===== src/rtl/moment_sum_accumulator_assert.svh =====
// Assertion macros shared by the moment sum accumulator RTL.
// Expects clock aclk and active-low reset aresetn in the including module.
`ifndef MOMENT_SUM_ACCUMULATOR_ASSERT_SVH
`define MOMENT_SUM_ACCUMULATOR_ASSERT_SVH

// Same-cycle implication, checked outside reset
`define MSA_ASSERT(lbl, ante, cons, msg) \
    lbl: assert property (@(posedge aclk) disable iff (!aresetn) (ante) |-> (cons)) \
        else $error(msg);

// Next-cycle implication, checked outside reset
`define MSA_ASSERT_NEXT(lbl, ante, cons, msg) \
    lbl: assert property (@(posedge aclk) disable iff (!aresetn) (ante) |=> (cons)) \
        else $error(msg);

`endif


===== src/rtl/msa_pkg.sv =====
// Shared types and constants of the moment sum accumulator.
// Used by msa_err and moment_sum_accumulator; depends on nothing.
package msa_pkg;

    localparam int unsigned NUM_HISTS_DEF   = 16;
    localparam int unsigned MAX_MOMENTS_DEF = 8;

    localparam int unsigned SUM_W  = 48;  // Q32.16 power sum
    localparam int unsigned ERR_W  = 32;  // Q16.16 error
    localparam int unsigned VAL_W  = 16;  // Q0.16 magnitude
    localparam int unsigned PWR_W  = 17;  // Q1.16 power, holds 1.0
    localparam int unsigned ID_W   = 4;
    localparam int unsigned FUNC_W = 2;
    localparam int unsigned BIN_W  = 4;
    localparam int unsigned CFG_W  = 4;
    localparam int unsigned K_W    = 5;   // bin counter, covers a full row

    localparam logic [CFG_W-1:0] CFG_RESET = 4'd5;
    localparam logic [PWR_W-1:0] ONE_Q16   = 17'h10000;

    typedef enum logic [FUNC_W-1:0] {
        FUNC_FILL  = 2'd0,
        FUNC_READ  = 2'd1,
        FUNC_CLEAR = 2'd2
    } func_t;

    // Request from the sequencer to the error unit
    typedef struct packed {
        logic start;
        logic bin_zero;   // bin 0: sqrt of the count
        logic use_var;    // variance bin with nonzero count
    } err_req_t;

    // Answer of the error unit
    typedef struct packed {
        logic             done;
        logic [ERR_W-1:0] error;
    } err_rsp_t;

endpackage


===== src/rtl/msa_err.sv =====
// Error unit: shared 24x24 multiplier, bit-serial divider and square root.
// Depends on msa_pkg.
module msa_err
    import msa_pkg::*;
(
    input  logic             aclk,
    input  logic             aresetn,
    input  err_req_t         req,
    input  logic [SUM_W-1:0] s0,
    input  logic [SUM_W-1:0] sk,
    input  logic [SUM_W-1:0] s2k,
    output err_rsp_t         rsp
);

    typedef enum logic [2:0] {
        E_IDLE, E_MUL, E_DIVCHK, E_DIV, E_VAR, E_SQRT, E_DONE
    } estate_t;

    estate_t                state_reg;
    logic [5:0]             step_reg;
    logic [2*SUM_W-1:0]     prod_reg;
    logic [SUM_W-1:0]       rem_reg;
    logic [SUM_W-1:0]       quo_reg;
    logic [63:0]            x_reg;
    logic [ERR_W-1:0]       root_reg;
    logic [ERR_W+2:0]       srem_reg;
    logic [ERR_W-1:0]       err_reg;

    logic [23:0]            mul_a, mul_b;
    logic [47:0]            pp;
    logic [2*SUM_W-1:0]     prod_next;
    logic [SUM_W:0]         div_t;
    logic [ERR_W+2:0]       sq_t, sq_trial;

    // Select partial product operands
    always_comb begin
        mul_a = sk[23:0];
        mul_b = sk[23:0];
        case (step_reg[1:0])
            2'd0:    begin mul_a = sk[23:0];  mul_b = sk[23:0];  end
            2'd1:    begin mul_a = sk[47:24]; mul_b = sk[23:0];  end
            default: begin mul_a = sk[47:24]; mul_b = sk[47:24]; end
        endcase
    end

    assign pp = 48'(mul_a) * 48'(mul_b);

    // Accumulate the square of sk
    always_comb begin
        case (step_reg[1:0])
            2'd0:    prod_next = 96'(pp);
            2'd1:    prod_next = prod_reg + (96'(pp) << 25);
            default: prod_next = prod_reg + (96'(pp) << 48);
        endcase
    end

    assign div_t    = {rem_reg, prod_reg[SUM_W-1]};
    assign sq_t     = {srem_reg[ERR_W:0], x_reg[63:62]};
    assign sq_trial = {1'b0, root_reg, 2'b01};

    always_ff @(posedge aclk) begin
        if (!aresetn) begin
            state_reg <= E_IDLE;
            step_reg  <= '0;
        end else begin
            case (state_reg)
                E_IDLE: begin
                    step_reg <= '0;
                    if (req.start) begin
                        if (req.bin_zero) begin
                            x_reg     <= {s0, 16'b0};
                            root_reg  <= '0;
                            srem_reg  <= '0;
                            state_reg <= E_SQRT;
                        end else if (req.use_var) begin
                            state_reg <= E_MUL;
                        end else begin
                            err_reg   <= '0;
                            state_reg <= E_DONE;
                        end
                    end
                end
                // Three partial products, one per cycle
                E_MUL: begin
                    prod_reg <= prod_next;
                    step_reg <= step_reg + 6'd1;
                    if (step_reg == 6'd2) begin
                        state_reg <= E_DIVCHK;
                    end
                end
                // Drop quotients of 2^48 and more: they exceed any s2k
                E_DIVCHK: begin
                    step_reg <= '0;
                    quo_reg  <= '0;
                    if (prod_reg[2*SUM_W-1:SUM_W] >= s0) begin
                        err_reg   <= '0;
                        state_reg <= E_DONE;
                    end else begin
                        rem_reg   <= prod_reg[2*SUM_W-1:SUM_W];
                        state_reg <= E_DIV;
                    end
                end
                // Restoring division, one quotient bit per cycle
                E_DIV: begin
                    if (div_t >= {1'b0, s0}) begin
                        rem_reg <= SUM_W'(div_t - {1'b0, s0});
                        quo_reg <= {quo_reg[SUM_W-2:0], 1'b1};
                    end else begin
                        rem_reg <= div_t[SUM_W-1:0];
                        quo_reg <= {quo_reg[SUM_W-2:0], 1'b0};
                    end
                    prod_reg <= {prod_reg[2*SUM_W-2:0], 1'b0};
                    step_reg <= step_reg + 6'd1;
                    if (step_reg == 6'(SUM_W - 1)) begin
                        state_reg <= E_VAR;
                    end
                end
                // Negative variance gives zero
                E_VAR: begin
                    step_reg <= '0;
                    root_reg <= '0;
                    srem_reg <= '0;
                    if (quo_reg > s2k) begin
                        err_reg   <= '0;
                        state_reg <= E_DONE;
                    end else begin
                        x_reg     <= {s2k - quo_reg, 16'b0};
                        state_reg <= E_SQRT;
                    end
                end
                // Digit-by-digit square root, one root bit per cycle
                E_SQRT: begin
                    if (sq_t >= sq_trial) begin
                        srem_reg <= sq_t - sq_trial;
                        root_reg <= {root_reg[ERR_W-2:0], 1'b1};
                    end else begin
                        srem_reg <= sq_t;
                        root_reg <= {root_reg[ERR_W-2:0], 1'b0};
                    end
                    x_reg    <= {x_reg[61:0], 2'b00};
                    step_reg <= step_reg + 6'd1;
                    if (step_reg == 6'(ERR_W - 1)) begin
                        state_reg <= E_DONE;
                    end
                end
                E_DONE: begin
                    state_reg <= E_IDLE;
                end
                default: begin
                    state_reg <= E_IDLE;
                end
            endcase
            if (state_reg == E_SQRT && step_reg == 6'(ERR_W - 1)) begin
                err_reg <= {root_reg[ERR_W-2:0], (sq_t >= sq_trial)};
            end
        end
    end

    assign rsp.done  = (state_reg == E_DONE);
    assign rsp.error = err_reg;

endmodule


===== config.mk =====
export PLATFORM = sky130hd
export DESIGN_NAME = msa_err
export DESIGN_NICKNAME = d
export VERILOG_FILES = /design/src/rtl/moment_sum_accumulator_assert.svh /design/src/rtl/msa_pkg.sv /design/src/rtl/msa_err.sv
export SDC_FILE = /design/constraint.sdc
export NUM_CORES = 2
export LEC_CHECK = 0
export BUFFER_PORTS_ARGS = -buffer_cell sky130_fd_sc_hd__buf_2
export CAP_MARGIN = 40
export CORE_MARGIN = 2
export CORE_UTILIZATION = 60
export DETAILED_ROUTE_END_ITERATION = 10
export PLACE_DENSITY = 0.87
export SYNTH_ARGS = -nofsm -noshare
export SYNTH_HDL_FRONTEND = slang
export SYNTH_SLANG_ARGS = --single-unit

===== constraint.sdc =====
create_clock -name aclk -period 24.5 [get_ports aclk]
set_clock_uncertainty 0.15 [all_clocks]
set_input_delay 2.45 -clock aclk [delete_from_list [all_inputs] [get_ports aclk]]
set_output_delay 2.45 -clock aclk [all_outputs]
set_load 0.03 [all_outputs]

==> run_results.csv <==
group,metric,value,unit
worst_hold_path,hold_class,"reg2reg",
synthesis,synth-main-ff-cell,"edfxtp_1",
critical_path,critPathSlowestCell,"nand2_1",
synthesis,synth_edf_count,337,
timing,hold_viol,0,
synthesis,async_reset_ff_share,0,%
status,outcome,"completed",
final_layout,final_layout_size_suffix_gt1_share,7.354,%
critical_path,worst-path-buf-inv,8,
die,fp.coreArea,80420,um2
critical_path,crit_type,"reg2reg",
timing,setup_slack,11.29,ns
routing,wire_per_inst,22.21,um
flow_run,max_cap_violations,0,
placement,dp_slack,11.26,ns
critical_path,cp_max_fo,19,
synthesis,synth_top_area_share,20.79,%
timing,slew_viol_final,0,
final_layout,seqCellArea,10300,um2
critical_path,cp.arrival,13.36,ns
global_routing,grt.total_usage,36.26,%
routing,dr.pass1.iters,6,
final_layout,nets,6837,
critical_path,cpPeakStageDelay,0.77,ns
placement,hpwl,117400,um
synthesis,yosys.area.top_type,"edfxtp_1",
global_routing,first_global_vias,42930,
timing,setup_tns,0,ns
timing,max_slew.worst_pin.slew,1.022,ns
routing,viasPerCell,6.383,
timing,fmax,75.71,MHz
synthesis,ys_ff_latch,346,
final_layout,layout.cells.non_filler,6841,
final_layout,area_growth,7.033,%
clock_tree,cts_tree,"built",
die,die_w,288.8,um
synthesis,synth.avg_cell_area,8.552,um2
global_routing,overflow,0,
global_routing,grt_max_degree,85,
final_layout,largest_register_ffs,96,
synthesis,syn-cell-area,48680,um2
clock_tree,cts_post_setup_buffers_inserted,0,
final_layout,fillers,6523,
routing,drtIter0Drc,5063,
synthesis,syn_nets,6780,
clock_tree,cts_hold_buf,0,
die,die_y,288.8,um
timing,slew_headroom,31.39,%
final_layout,multi_input_area,34520,um2
critical_path,crit_path_start_kind,"flop",
critical_path,end_kind,"flop",
clock_tree,htreeDepth,2,
synthesis,synthTopCellsByArea,"edfxtp_1, fa_1, ha_1",
clock_tree,cts_resized,0,
synthesis,yosysWarnings,0,
placement,place_inst,6766,
synthesis,synthCells,5692,
die,dieArea,83420,um2
timing,period_needed,13.21,ns
synthesis,ys_seq_area_share,21.16,%
timing,setup_viol,0,
synthesis,yosysMostFrequentCell,"inv_1",
routing,drc,0,
routing,wl,152000,um
routing,vias,43660,
clock_tree,cts_made_buffers,40,
clock_tree,clk_path_buf_depth,3,
clock_tree,clk_pin_slew,0.07,ns
global_routing,grt_antenna_before_repair,3,
clock_tree,cts.sinks,346,
synthesis,synth.top_cells.by_count,"inv_1, nand2_1, nor2_1",
die,rows,104,
synthesis,synth.distinct_cells,94,
global_routing,grt_pass1_wl,236400,um
timing,rsz0062_at_grt,"false",
timing,period_share,53.91,%
clock_tree,cts_root_buf,"clkbuf_16",
critical_path,cp_data_required_time,24.65,ns
critical_path,crit_family,"adder cells",
die,initial_core_util,60.53,%
critical_path,cpMostUsedCell,"fa_1",
die,pin_count,182,
routing,ant_nets,0,
clock_tree,clock_latency,0.59,ns
placement,place_congestion,1.010,
placement,io_buffers,181,
-- cell usage in the layout (no fill, tap or decap), types with 171 or more instances in the layout --
master	n
a21oi_1	345
buf_2	183
edfxtp_1	337
fa_1	486
ha_1	451
inv_1	777
nand2_1	682
nor2_1	653
o21ai_0	185
xnor2_1	171
-- final cells by class --
class	instances	share of cell area, %
inverter	780	5.620
tap	1060	2.546
antenna	2	0.009606
timing repair buffer	279	3.269
clock inverter	19	0.4467
sequential	346	19.78
multi-input combinational	4302	66.26
clock buffer	53	2.075
-- metal layers --
metal	global-route usage (%)	share of wire (%)	up-vias
met2	55.22	43	2848
met1	49.49	39	20800
met4	15.19	5.0	4
li1	-	-	19400
met5	0	0.016	-
met3	9.063	13	609
-- kinds of logic after synthesis --
group | synth area share, %
xor+xnor | 4.655
compound gates | 16.58
flops | 21.16
fa+ha+maj | 31.63
simple gates | 15.81
buf+inv | 8.130
mux | 2.033
-- path summary, 6_finish.rpt --
check,startpoint,to,slack (ns),cells past startpoint
hold reg to reg,prod_reg[16],prod_reg[17],0.38,1
setup / recovery,step_reg[1],prod_reg[94],11.29,41
hold / removal,prod_reg[16],prod_reg[17],0.38,1
setup reg to reg,step_reg[1],prod_reg[94],11.29,41
-- per-stage QoR --
step | hold slack (ns) | util [%] | instance area (um2)
detailed placement | 0.3846 | 63.14 | 50770
global placement | 0.3705 | 62.98 | 50640
global route | 0.4059 | 64.78 | 52090
CTS | 0.3820 | 64.77 | 52090
floorplan | 0.3554 | - | 48680
finish | 0.3824 | 64.79 | 52100
Power is not shown: default switching activity piles up to over one toggle a cycle in this logic, so the estimate is an artifact.
